<file path="src/hdl/assert_macros.svh">
// Assertion helpers for the RTL
`ifndef ASSERT_MACROS_SVH
`define ASSERT_MACROS_SVH

// Condition must hold on every clock edge outside reset
`define ASSERT_HOLDS(label, clk, rst, cond, msg) \
   label: assert property (@(posedge clk) disable iff (rst) (cond)) else $error(msg);

// Antecedent implies consequent in the same cycle
`define ASSERT_IMPLIES(label, clk, rst, ante, cons, msg) \
   label: assert property (@(posedge clk) disable iff (rst) (ante) |-> (cons)) else $error(msg);

`endif

</file>
<file path="src/hdl/csh_sqrt.sv">
`default_nettype none
module csh_sqrt #(
   parameter int STAGES = 16
) (
   input  wire logic        clock,
   input  wire logic        en,
   input  wire logic [16:0] radicand,
   output logic [14:0]      root
);

   localparam int MW = 2 * STAGES + 3;
   localparam int RW = STAGES + 1;

   logic [MW-1:0] rem_ff [STAGES];
   logic [RW-1:0] r_ff   [STAGES];
   logic [14:0]   root_ff;

   // one result bit per stage, most significant first
   for (genvar J = 0; J <= STAGES; J++) begin : g_bit
      localparam int B = STAGES - J;
      logic [MW-1:0] rem_src, delta, rem_in;
      logic [RW-1:0] r_src, r_in;

      if (J == 0) begin : g_first
         assign rem_src = MW'(radicand) << (2 * STAGES - 16);
         assign r_src   = '0;
      end else begin : g_next
         assign rem_src = rem_ff[J-1];
         assign r_src   = r_ff[J-1];
      end

      // (r + 2^B)^2 - r^2
      always_comb begin
         delta = (MW'(r_src) << (B + 1)) + (MW'(1) << (2 * B));
         if (rem_src >= delta) begin
            rem_in = rem_src - delta;
            r_in   = r_src | (RW'(1) << B);
         end else begin
            rem_in = rem_src;
            r_in   = r_src;
         end
      end

      if (J < STAGES) begin : g_reg
         always_ff @(posedge clock) begin
            if (en) begin
               rem_ff[J] <= rem_in;
               r_ff[J]   <= r_in;
            end
         end
      end else begin : g_out
         // bring the root to Q1.14
         logic [14:0] root_in;
         if (STAGES > 14) begin : g_round
            localparam int SH = STAGES - 14;
            logic [RW:0] rnd;
            assign rnd     = {1'b0, r_in} + ((RW + 1)'(1) << (SH - 1));
            assign root_in = 15'(rnd >> SH);
         end else if (STAGES < 14) begin : g_widen
            assign root_in = {r_in, {(14 - STAGES){1'b0}}};
         end else begin : g_exact
            assign root_in = r_in;
         end

         always_ff @(posedge clock) begin
            if (en) begin
               root_ff <= root_in;
            end
         end
      end
   end

   assign root = root_ff;

endmodule
`default_nettype wire

</file>
<file path="config.mk">
export PLATFORM = sky130hd
export DESIGN_NAME = csh_sqrt
export DESIGN_NICKNAME = d
export VERILOG_FILES = /design/src/hdl/assert_macros.svh /design/src/hdl/csh_sqrt.sv
export SDC_FILE = /design/constraint.sdc
export NUM_CORES = 1
export LEC_CHECK = 0
export BUFFER_PORTS_ARGS = -buffer_cell sky130_fd_sc_hd__buf_4
export CELL_PAD_IN_SITES_DETAIL_PLACEMENT = 1
export CELL_PAD_IN_SITES_GLOBAL_PLACEMENT = 1
export CORE_UTILIZATION = 55
export DETAILED_ROUTE_END_ITERATION = 12
export PLACE_DENSITY = 0.83
export SKIP_LAST_GASP = 1
export SLEW_MARGIN = 20
export SYNTH_ARGS = -nofsm -noshare
export SYNTH_HDL_FRONTEND = slang
export SYNTH_SLANG_ARGS = --single-unit
</file>
<file path="constraint.sdc">
create_clock -name clock -period 5.97 [get_ports clock]
set_input_delay 0 -clock clock [delete_from_list [all_inputs] [get_ports clock]]
set_output_delay 0 -clock clock [all_outputs]
set_load 0.005 [all_outputs]
</file>
==> impl_metrics.ini <==
[clocking]
cts-root-buf = clkbuf_16
cts_buffers = 50
insertion_delay_ns = 0.62
htreeDepth = 2
clk_path_buf_depth = 3
path_clk_slew_ns = 0.06
cts.sinks = 471
cts_setup_buffers = 0
cts_resized = 0
cts_tree = built

[grt]
grt_pass1_vias = 16900
grt_max_degree = 142
grt_pass1_wl_mm = 88.2
grt_overflow_total = 0
track_usage_pct = 25.6
antenna_found_initial = 1

[critical_path]
cp.depth = 10
crit_slowest_cell = nor2b_1
crit_path_max_fanout = 13
reg2reg_to = rem_ff[0][209]$_DFFE_PP_
crit_top_cell = o21a_1
critical_path_class = reg2reg
rr_startpoint = rem_ff[0][164]$_DFFE_PP_
r2r_slack_ns = 2.08
cpPeakStageDelay_ns = 0.86
end_kind = register
reg2reg_depth = 10
crit_buf_inv = 1
cp-endpoint = rem_ff[0][209]$_DFFE_PP_
critPathLaunch = rem_ff[0][164]$_DFFE_PP_
cp.required_ns = 6.33
arrival_ns = 4.25
cp_top_family = simple AND/OR/NAND/NOR gates
start_kind = register
crit_path_cell_trace = ha_1 -> o21a_1 -> o21a_1 -> o2111ai_1 -> nand3_1 -> nor4_1 -> nor2b_1 -> inv_1 -> nand4b_1 -> xnor2_1

[routing]
drt_wl_total_mm = 55.2
antenna_left = 0
drc = 0
first_pass_iters = 5
first_iter_violations = 806
viasPerCell = 5.93
wl_per_cell_um = 21.3
dr_total_vias = 15400

[logic_synthesis]
yosysUniqueCellTypes = 77
yosys_warnings = 0
synth_ff_type = edfxtp_1
postSynth.asyncResetShare_pct = 0
ys_seq_elements = 471
synth_area_um2 = 23700
synth_seq_area_share_pct = 59.6
avgSynthCellArea_um2 = 12.3
syn_inst = 1930
synth_enable_flop_cells = 471

[die]
die_w_um = 210
num_rows = 75
start_util_pct = 56.2
io_pins = 34
die_area_um2 = 44000
core_area_um2 = 42200
die_h_um = 210

[timing]
fin_crit_ns = 3.89
fin_crit_sh_pct = 65.1
setup_violations = 0
final_max_slew_viol_count = 0
clock_skew_ns = 0.0402
grt_setup_unrepaired = no
max_slew.worst_pin.slew_ns = 1.01
finalHoldViolations = 0
slew_headroom_pct = 32.7
fin_setup_tns_ns = 0
fmax_mhz = 257

[power_and_ir_drop]
leakage_nw = 10.2
power.density_nw_per_um2 = 342
ir_worst_vdd_uv = 281
total_power_mw = 9.02

[place]
dp.final_hpwl_mm = 38.5
place_congestion = 0.860
dpl.cell_count = 2485
numPortBuffers = 33

[hold_path]
hp-class = in2reg
worstHoldPathCells = 1

[cells_and_area]
layout.cells.non_filler = 2591
drive_gt1_share_pct = 8.04
area_growth_pct = 11.2
nNetsFinal = 2176

[flow_run]
max_cap_viol_count = 0

[run_status]
status = finished, final reports clean
## routing by layer
metal,track usage [%],vias up,share of wire (%),wire length (um)
met3,3.64,147,3.4,1890
met2,49.5,329,55,30200
met1,27.3,7636,38,20900
li1,-,7257,-,-
met4,11.6,0,4.0,2180
met5,0,-,0,0
## synthesized netlist by cell type, types with 3 or more instances
library cell	count	area share [%]
a21oi_1	93	2.0
o21a_1	33	1.0
o21ai_0	100	2.1
inv_1	165	2.6
mux2i_1	4	0.17
nor3b_1	5	0.16
o311a_1	3	0.13
mux2_2	17	0.81
nand3b_1	7	0.22
nor4b_1	4	0.15
nand2b_1	26	0.69
nand4b_1	5	0.18
a211oi_1	13	0.41
nand3_1	37	0.78
ha_1	136	7.2
xor2_1	104	3.8
a21boi_0	4	0.13
o31ai_1	18	0.57
nor3_1	62	1.3
fa_1	6	0.51
edfxtp_1	471	60
or3_1	22	0.58
nor2_1	135	2.1
a2111oi_0	3	0.11
buf_2	9	0.19
a31oi_1	8	0.21
a21o_1	32	1.0
xnor2_1	90	3.3
a31o_2	3	0.11
nor2b_1	18	0.47
nor4_1	42	1.1
clkbuf_1	13	0.21
o211ai_1	7	0.22
a311oi_1	3	0.11
o21bai_1	9	0.28
nand2_1	123	1.9
or2_2	12	0.32
and2_1	6	0.16
nand3b_2	3	0.14
nand4_1	14	0.37
and3_1	13	0.34
or4_1	7	0.22
## per-stage QoR
step / setup slack (ns) / utilization [%] / area, um2 / hold slack (ns)
final: 2.08 / 62.5 / 26400 / 0.00445
after detailed placement: 2.35 / 58.4 / 24600 / 0.180
after global routing: 1.97 / 62.5 / 26400 / 0.0610
after floorplan: 3.08 / - / 23700 / 0.0989
after CTS: 2.23 / 62.5 / 26400 / 0.0258
after global placement: 2.50 / 58.4 / 24600 / 0.178
## what timing repair did
action	CTS	global route
hold endpoints to repair	17	0
hold buffers	17	0
setup endpoints to repair	0	0
## worst min-delay path by stage
| stage | startpoint | end | slack (ns) |
|---|---|---|---|
| floorplan | radicand[0] | rem_ff[0][16]$_DFFE_PP_ | 0.1 |
| global placement | radicand[8] | rem_ff[0][24]$_DFFE_PP_ | 0.18 |
| detailed placement | radicand[13] | rem_ff[0][29]$_DFFE_PP_ | 0.18 |
| CTS | en | rem_ff[0][196]$_DFFE_PP_ | 0.03 |
| global route | en | rem_ff[0][277]$_DFFE_PP_ | 0.06 |
| finish | en | rem_ff[0][278]$_DFFE_PP_ | 0.004 |
## cell type report
cell class	instances	area, um2
fillers	4193	15800
flip-flops and latches	471	14100
multi-input cells	1268	8870
clock buffers	54	1270
well taps	539	674
inverters	168	633
repair buffers	56	495
clock inverters	34	325
diodes	1	2.50
## kinds of logic after synthesis
| kind of cell | share of synthesized area [%] |
|---|---|
| and+or+nand+nor | 11.9 |
| DFF | 59.6 |
| AOI/OAI and AO/OA | 9.43 |
| xor gates and xnor gates | 7.16 |
| buffers and inverters | 3.12 |
| adders and majority gates | 7.67 |
| muxes | 1.10 |
| other | 0.0158 |
## worst register-to-register path, cell delays in order (launching register included)
cell and delay, ns:
edfxtp_1 0.40, ha_1 0.39, o21a_1 0.17, o21a_1 0.22
o2111ai_1 0.24, nand3_1 0.22, nor4_1 0.48, nor2b_1 0.86
inv_1 0.36, nand4b_1 0.22, xnor2_1 0.08
## where the power goes
group          switching [mW]  total, mW  internal [mW]
Sequential              0.301       4.44           4.14
Combinational           0.870       1.49          0.616
Clock                    1.31       3.09           1.78
## cells in the final DEF (no fill, tap or decap), drive strengths merged, types with 7 or more instances in the layout
master / synthesis / final
edfxtp: 471 / 471
nand3b: 10 / 10
o31ai: 18 / 18
o211ai: 7 / 7
nor3: 63 / 63
a31oi: 8 / 8
xor2: 104 / 104
clkbuf: 13 / 54
nor2b: 18 / 18
a21o: 32 / 32
a211oi: 14 / 14
and3: 13 / 13
dlygate4sd3: 0 / 17
o21ai: 101 / 101
o21bai: 9 / 9
buf: 11 / 39
nand3: 39 / 39
nor2: 136 / 136
xnor2: 90 / 90
or2: 14 / 14
mux2: 19 / 19
or4: 8 / 8
nand2b: 26 / 26
ha: 136 / 136
clkinv: 0 / 25
nor4: 42 / 42
o21a: 33 / 33
or3: 23 / 23
a21oi: 95 / 95
nand2: 123 / 123
nand4: 14 / 14
inv: 168 / 170
## sequential cells by signal, summed over array words and instances, names as in the netlist
name    cells
r_ff      136
root       15
rem_ff    320
(Power assumes the default switching activity.)
