<file path="config.mk">
export PLATFORM = sky130hd
export DESIGN_NAME = csh_cordic
export DESIGN_NICKNAME = d
export VERILOG_FILES = /design/src/hdl/assert_macros.svh /design/src/hdl/csh_pkg.sv /design/src/hdl/csh_cordic.sv
export SDC_FILE = /design/constraint.sdc
export NUM_CORES = 2
export LEC_CHECK = 0
export BUFFER_PORTS_ARGS = -buffer_cell sky130_fd_sc_hd__buf_2
export CAP_MARGIN = 20
export CORE_MARGIN = 4
export CORE_UTILIZATION = 30
export DETAILED_ROUTE_END_ITERATION = 16
export GPL_TIMING_DRIVEN = 0
export SLEW_MARGIN = 10
export SYNTH_ARGS = -nofsm -noshare
export SYNTH_HDL_FRONTEND = slang
export SYNTH_SLANG_ARGS = --single-unit
</file>
<file path="constraint.sdc">
create_clock -name clock -period 4.8 [get_ports clock]
set_input_delay 0.72 -clock clock [delete_from_list [all_inputs] [get_ports clock]]
set_output_delay 0.72 -clock clock [all_outputs]
set_load 0.05 [all_outputs]
</file>
<file path="src/hdl/assert_macros.svh">
// Assertion helpers for the RTL
`ifndef ASSERT_MACROS_SVH
`define ASSERT_MACROS_SVH

// Condition must hold on every clock edge outside reset
`define ASSERT_HOLDS(label, clk, rst, cond, msg) \
   label: assert property (@(posedge clk) disable iff (rst) (cond)) else $error(msg);

// Antecedent implies consequent in the same cycle
`define ASSERT_IMPLIES(label, clk, rst, ante, cons, msg) \
   label: assert property (@(posedge clk) disable iff (rst) (ante) |-> (cons)) else $error(msg);

`endif

</file>
<file path="src/hdl/csh_pkg.sv">
`default_nettype none
package csh_pkg;

   // one signed Q1.14 component and a three component vector
   typedef logic signed [15:0] comp_type;
   typedef comp_type [2:0] vec_type;

   // local frame carried down the pipeline
   typedef struct packed {
      vec_type tangent;
      vec_type bitangent;
      vec_type normal;
   } frame_type;

   // rotation datapath width
   localparam int CW = 34;
   localparam int MAX_STAGES = 24;

   localparam logic [30:0] PI_HALF_Q30 = 31'd1686629713;
   localparam logic signed [CW-1:0] CORDIC_GAIN_Q30 = 34'sd652032874;
   localparam logic [30:0] INV_PI_Q32 = 31'd1367130551;
   localparam logic signed [15:0] Q14_ONE = 16'sd16384;

   // arctan(2^-i) in Q30, truncated
   localparam logic signed [CW-1:0] ATAN_Q30 [MAX_STAGES] = '{
      34'sh3243F6A8, 34'sh1DAC6705, 34'sh0FADBAFC, 34'sh07F56EA6, 34'sh03FEAB76,
      34'sh01FFD55B, 34'sh00FFFAAA, 34'sh007FFF55, 34'sh003FFFEA, 34'sh001FFFFD,
      34'sh000FFFFF, 34'sh0007FFFF, 34'sh0003FFFF, 34'sh0001FFFF, 34'sh0000FFFF,
      34'sh00007FFF, 34'sh00003FFF, 34'sh00001FFF, 34'sh00000FFF, 34'sh000007FF,
      34'sh000003FF, 34'sh000001FF, 34'sh000000FF, 34'sh0000007F
   };

   // saturate to [-1, 1] in Q1.14
   function automatic comp_type clamp_q14(input logic signed [23:0] v);
      comp_type r;
      if (v > 24'sd16384) begin
         r = Q14_ONE;
      end else if (v < -24'sd16384) begin
         r = -Q14_ONE;
      end else begin
         r = v[15:0];
      end
      return r;
   endfunction

endpackage
`default_nettype wire

</file>
<file path="src/hdl/csh_cordic.sv">
`default_nettype none
module csh_cordic #(
   parameter int STAGES = 16
) (
   input  wire logic                         clock,
   input  wire logic                         en,
   input  wire logic [30:0]                  angle,
   input  wire logic [1:0]                   quadrant,
   output logic signed [15:0]                cos_phi,
   output logic signed [15:0]                sin_phi
);

   localparam int CW = csh_pkg::CW;

   logic signed [CW-1:0] x_ff [STAGES];
   logic signed [CW-1:0] y_ff [STAGES];
   logic signed [CW-1:0] z_ff [STAGES];
   logic [1:0]           q_ff [STAGES];
   logic signed [15:0]   cos_ff, sin_ff;

   // one rotation per register stage
   for (genvar I = 0; I < STAGES; I++) begin : g_rot
      logic signed [CW-1:0] x_src, y_src, z_src;
      logic [1:0]           q_src;
      logic signed [CW-1:0] x_in, y_in, z_in;

      if (I == 0) begin : g_first
         assign x_src = csh_pkg::CORDIC_GAIN_Q30;
         assign y_src = '0;
         assign z_src = $signed({{(CW-31){1'b0}}, angle});
         assign q_src = quadrant;
      end else begin : g_next
         assign x_src = x_ff[I-1];
         assign y_src = y_ff[I-1];
         assign z_src = z_ff[I-1];
         assign q_src = q_ff[I-1];
      end

      always_comb begin
         if (!z_src[CW-1]) begin
            x_in = x_src - (y_src >>> I);
            y_in = y_src + (x_src >>> I);
            z_in = z_src - csh_pkg::ATAN_Q30[I];
         end else begin
            x_in = x_src + (y_src >>> I);
            y_in = y_src - (x_src >>> I);
            z_in = z_src + csh_pkg::ATAN_Q30[I];
         end
      end

      always_ff @(posedge clock) begin
         if (en) begin
            x_ff[I] <= x_in;
            y_ff[I] <= y_in;
            z_ff[I] <= z_in;
            q_ff[I] <= q_src;
         end
      end
   end

   // quadrant fold and rounding to Q1.14
   logic signed [CW-1:0] c_raw, s_raw, c_rnd, s_rnd;
   logic signed [15:0]   cos_in, sin_in;

   always_comb begin
      unique case (q_ff[STAGES-1])
         2'd0: begin
            c_raw = x_ff[STAGES-1];
            s_raw = y_ff[STAGES-1];
         end
         2'd1: begin
            c_raw = -y_ff[STAGES-1];
            s_raw = x_ff[STAGES-1];
         end
         2'd2: begin
            c_raw = -x_ff[STAGES-1];
            s_raw = -y_ff[STAGES-1];
         end
         default: begin
            c_raw = y_ff[STAGES-1];
            s_raw = -x_ff[STAGES-1];
         end
      endcase
      c_rnd  = (c_raw + 34'sd32768) >>> 16;
      s_rnd  = (s_raw + 34'sd32768) >>> 16;
      cos_in = csh_pkg::clamp_q14(c_rnd[23:0]);
      sin_in = csh_pkg::clamp_q14(s_rnd[23:0]);
   end

   always_ff @(posedge clock) begin
      if (en) begin
         cos_ff <= cos_in;
         sin_ff <= sin_in;
      end
   end

   assign cos_phi = cos_ff;
   assign sin_phi = sin_ff;

endmodule
`default_nettype wire

</file>
==> flow_summary_export.csv <==
group,metric,value,unit
cts,clk_path_buf_depth,4,
critical_path,worst_ep_arrival_time,5.50,ns
cts,worst_skew_pair.late_latency,0.92,ns
synth,ys_async_sr_fraction,0,
hold_path,timing.hold.worst_path_depth,2,
synth,synthCells,13000,
global_route,grt-ovfl-total,0,
routing,detail_route.first_pass.iterations,6,
cells_and_area,area.sequential,44800,um2
floorplanning,row_count,236,
cells_and_area,finalNonFillerCells,19100,
routing,route.antenna.remaining_nets,0,
synth,syn_avg_cell_area,9.61,um2
timing,timing_worst_slew_pin_value,1.10,ns
timing,fmaxAchievable,0.212,GHz
cts,cts-htree-levels,4,
routing,via_per_inst,5.12,
floorplanning,placeableCoreArea,413000,um2
timing,relSlewSlack,0.261,
cells_and_area,area_growth,15.9,%
synth,area_of_the_mapped_netlist,125000,um2
cts,clock_tree_from_tritoncts,"yes",
critical_path,critPathLaunchType,"flip-flop",
critical_path,max_stage_delay,0.45,ns
floorplanning,floorplan.die.height,652,um
floorplanning,die-width,652,um
flow_run,maxCapViolCount,0,
routing,routed_wirelength,319000,um
critical_path,crit_slowest_cell,"or4_4",
timing,final_min_period_over_clock_period,0.984,
place,placed_cells_incl_taps,18500,
cells_and_area,multi_input_logic_area,80200,um2
cells_and_area,post_layout_net_count,14900,
cts,cts_inserted_buffers,186,
global_route,grt_antenna_before_repair,4,
timing,final_period_minus_worst_setup_slack,4.72,ns
timing,rsz0062_at_grt,"yes",
cts,root_buffer,"clkbuf_16",
global_route,grt_pass1_vias,93600,
critical_path,timing.reg2reg.worst_path_depth,20,
cells_and_area,filler_cells_inserted,41500,
synth,synth-edff-count,1491,
critical_path,critical_path.endpoint_type,"flip-flop",
outcome,run_status,"completed",
global_route,groute.usage.overall,0.143,
timing,finalClockSkew,0.112,ns
place,dp_hpwl,244000,um
global_route,grt_start_max_net_pins,167,
hold_path,worstHoldPathType,"in -> reg",
synth,synth_sequential_area_ratio,0.360,
place,globalplace.congestion,0.926,
synth,ys.warnings.count,0,
synth,synth_cell_types,95,
synth,ys_top_cells_by_area,"edfxtp_1 (36%), ha_1 (14%), xnor2_1 (8.7%)",
routing,routed_via_count,97900,
synth,synth-seq-cells,1491,
cts,cts.sinks,1491,
synth,synth_top_area_frac,0.360,
synth,ys_dominant_reg_cell,"edfxtp_1",
place,numPortBuffers,66,
cells_and_area,drive_gt1_frac,0.103,
floorplanning,floorplan.die_area,425000,um2
critical_path,timing.setup.critical_path_class,"reg -> reg",
timing,timing.final.hold_violations,0,
synth,synth.top_cells.by_count,"edfxtp_1 (1,491), a21oi_1 (1,361), ha_1 (1,359)",
floorplanning,num_io_pins,67,
synth,synthMostInstantiatedCell,"edfxtp_1",
synth,area_leader_netlist,"edfxtp_1",
floorplanning,floorplan.initialDensity,0.301,
routing,drc,0,
cells_and_area,layout.core_utilization,0.349,
timing,timing_max_transition_violations_final,0,
routing,route.detailed.wl_per_inst,16.7,um
critical_path,critical_path.cell_chain,"inv_1 -> ha_1 -> nand2b_1 -> or4_4 -> nor2_4 -> and2_4 -> nand2_4 -> or2_4 -> nor2_1 -> a21oi_1 -> xnor2_1 -> ha_1 -> a21o_1 -> a221o_1 -> a21o_1 -> a31oi_4 -> o21ai_4 -> a221o_1 -> or4_4 -> nand3_2",
cts,path_clk_slew,0.06,ns
synth,syn-num-nets,14400,
global_route,grt_first_pass_wirelength,503000,um
critical_path,critical_path.max_fanout,4,
timing,setup_viol,0,
critical_path,cp_data_required_time,5.58,ns
routing,detail_route.iter0.violations,5806,
sequential cells by signal, summed over array words and instances (netlist names):
| signal | count |
|---|---|
| cos_phi | 16 |
| q_ff | 32 |
| sin_phi | 16 |
| x_ff | 475 |
| y_ff | 477 |
| z_ff | 475 |
area by class of cell:
| cell class | count | share of cell area |
|---|---|---|
| Antenna cell | 3 | 0.0000520 |
| Buffer | 199 | 0.00719 |
| Clock buffer | 210 | 0.0330 |
| Clock inverter | 123 | 0.0110 |
| Inverter | 516 | 0.0137 |
| Multi-Input combinational cell | 10700 | 0.556 |
| Sequential cell | 1491 | 0.310 |
| Tap cell | 5474 | 0.0475 |
| Timing Repair Buffer | 381 | 0.0214 |
| Timing Repair inverter | 4 | 0.000139 |
critical path: cells and delay by family, from the launching register on:
family / cells / cell delay (ns)
AO/OA/AOI/OAI: 7 / 1.55
XOR/XNOR: 1 / 0.22
adder cells (fa/ha/maj): 2 / 0.47
buffers and inverters: 1 / 0.08
flip-flops: 1 / 0.41
AND/OR/NAND/NOR: 9 / 1.83
cell usage in the layout, fill, tap and decap left out, types with 71 or more instances in the layout:
master / count
a211oi_1: 121
a21o_1: 505
a21oi_1: 1320
a31oi_1: 127
and2_1: 82
and3_1: 123
buf_2: 85
buf_4: 292
clkbuf_1: 106
clkbuf_16: 188
edfxtp_1: 1491
ha_1: 1335
inv_1: 502
nand2_1: 627
nand2b_1: 182
nand3_1: 277
nand4_1: 77
nor2_1: 1150
nor2b_1: 173
nor3_1: 364
nor4_1: 71
o21a_1: 201
o21ai_0: 473
o21bai_1: 155
o31ai_1: 75
or3_1: 117
xnor2_1: 1226
xor2_1: 569
what timing repair did:
| item | in CTS | in global routing |
|---|---|---|
| hold endpoints to repair | 5 | 0 |
| endpoints found under the setup margin | 639 | 205 |
| pin swaps | 41 | 137 |
| resized for setup | 398 | 424 |
| hold buffers | 5 | 0 |
| buffers inserted | 97 | 190 |
| cloned | 3 | 2 |
final timing paths:
| check | startpoint | to | slack, ns |
|---|---|---|---|
| worst max-delay path | y_ff[0][72]$_DFFE_PP_ | x_ff[0][135]$_DFFE_PP_ | 0.08 |
| worst min register to register | q_ff[1][0]$_DFFE_PP_ | q_ff[1][2]$_DFFE_PP_ | 0.42 |
| worst min-delay path | angle[3] | z_ff[0][3]$_DFFE_PP_ | 0.12 |
| worst max register to register | y_ff[0][72]$_DFFE_PP_ | x_ff[0][135]$_DFFE_PP_ | 0.08 |
layer usage:
metal	track usage	part of all wire	vias to the layer above	wire [um]
li1	-	-	49500	-
met1	0.178	0.44	45900	139000
met2	0.258	0.49	1892	156000
met3	0.0157	0.038	609	12200
met4	0.0463	0.037	2	11800
met5	0	0.000041	-	13
cells by family after synthesis:
kind of cell | synth area share
compound gates | 0.188
xor+xnor | 0.128
fa+ha+maj | 0.143
buf+inv | 0.0223
flops | 0.360
mux | 0.0137
simple gates | 0.146
metrics by stage:
| stage | TNS [ns] | hold WS [ns] | cell area (um2) | worst slack (ns) |
|---|---|---|---|---|
| final | 0 | 0.116 | 144000 | 0.0791 |
| after global routing | -0.809 | 0.0556 | 144000 | -0.129 |
| after CTS | -0.00672 | 0.0127 | 141000 | -0.00672 |
| after detailed placement | -466.28 | 0.405 | 132000 | -2.14 |
| after global placement | - | 0.401 | 132000 | -21.46 |
| after floorplan | 0 | 0.400 | 125000 | 0.0152 |
Power is not shown: default switching activity piles up to over one toggle a cycle in this logic, so the estimate is an artifact.
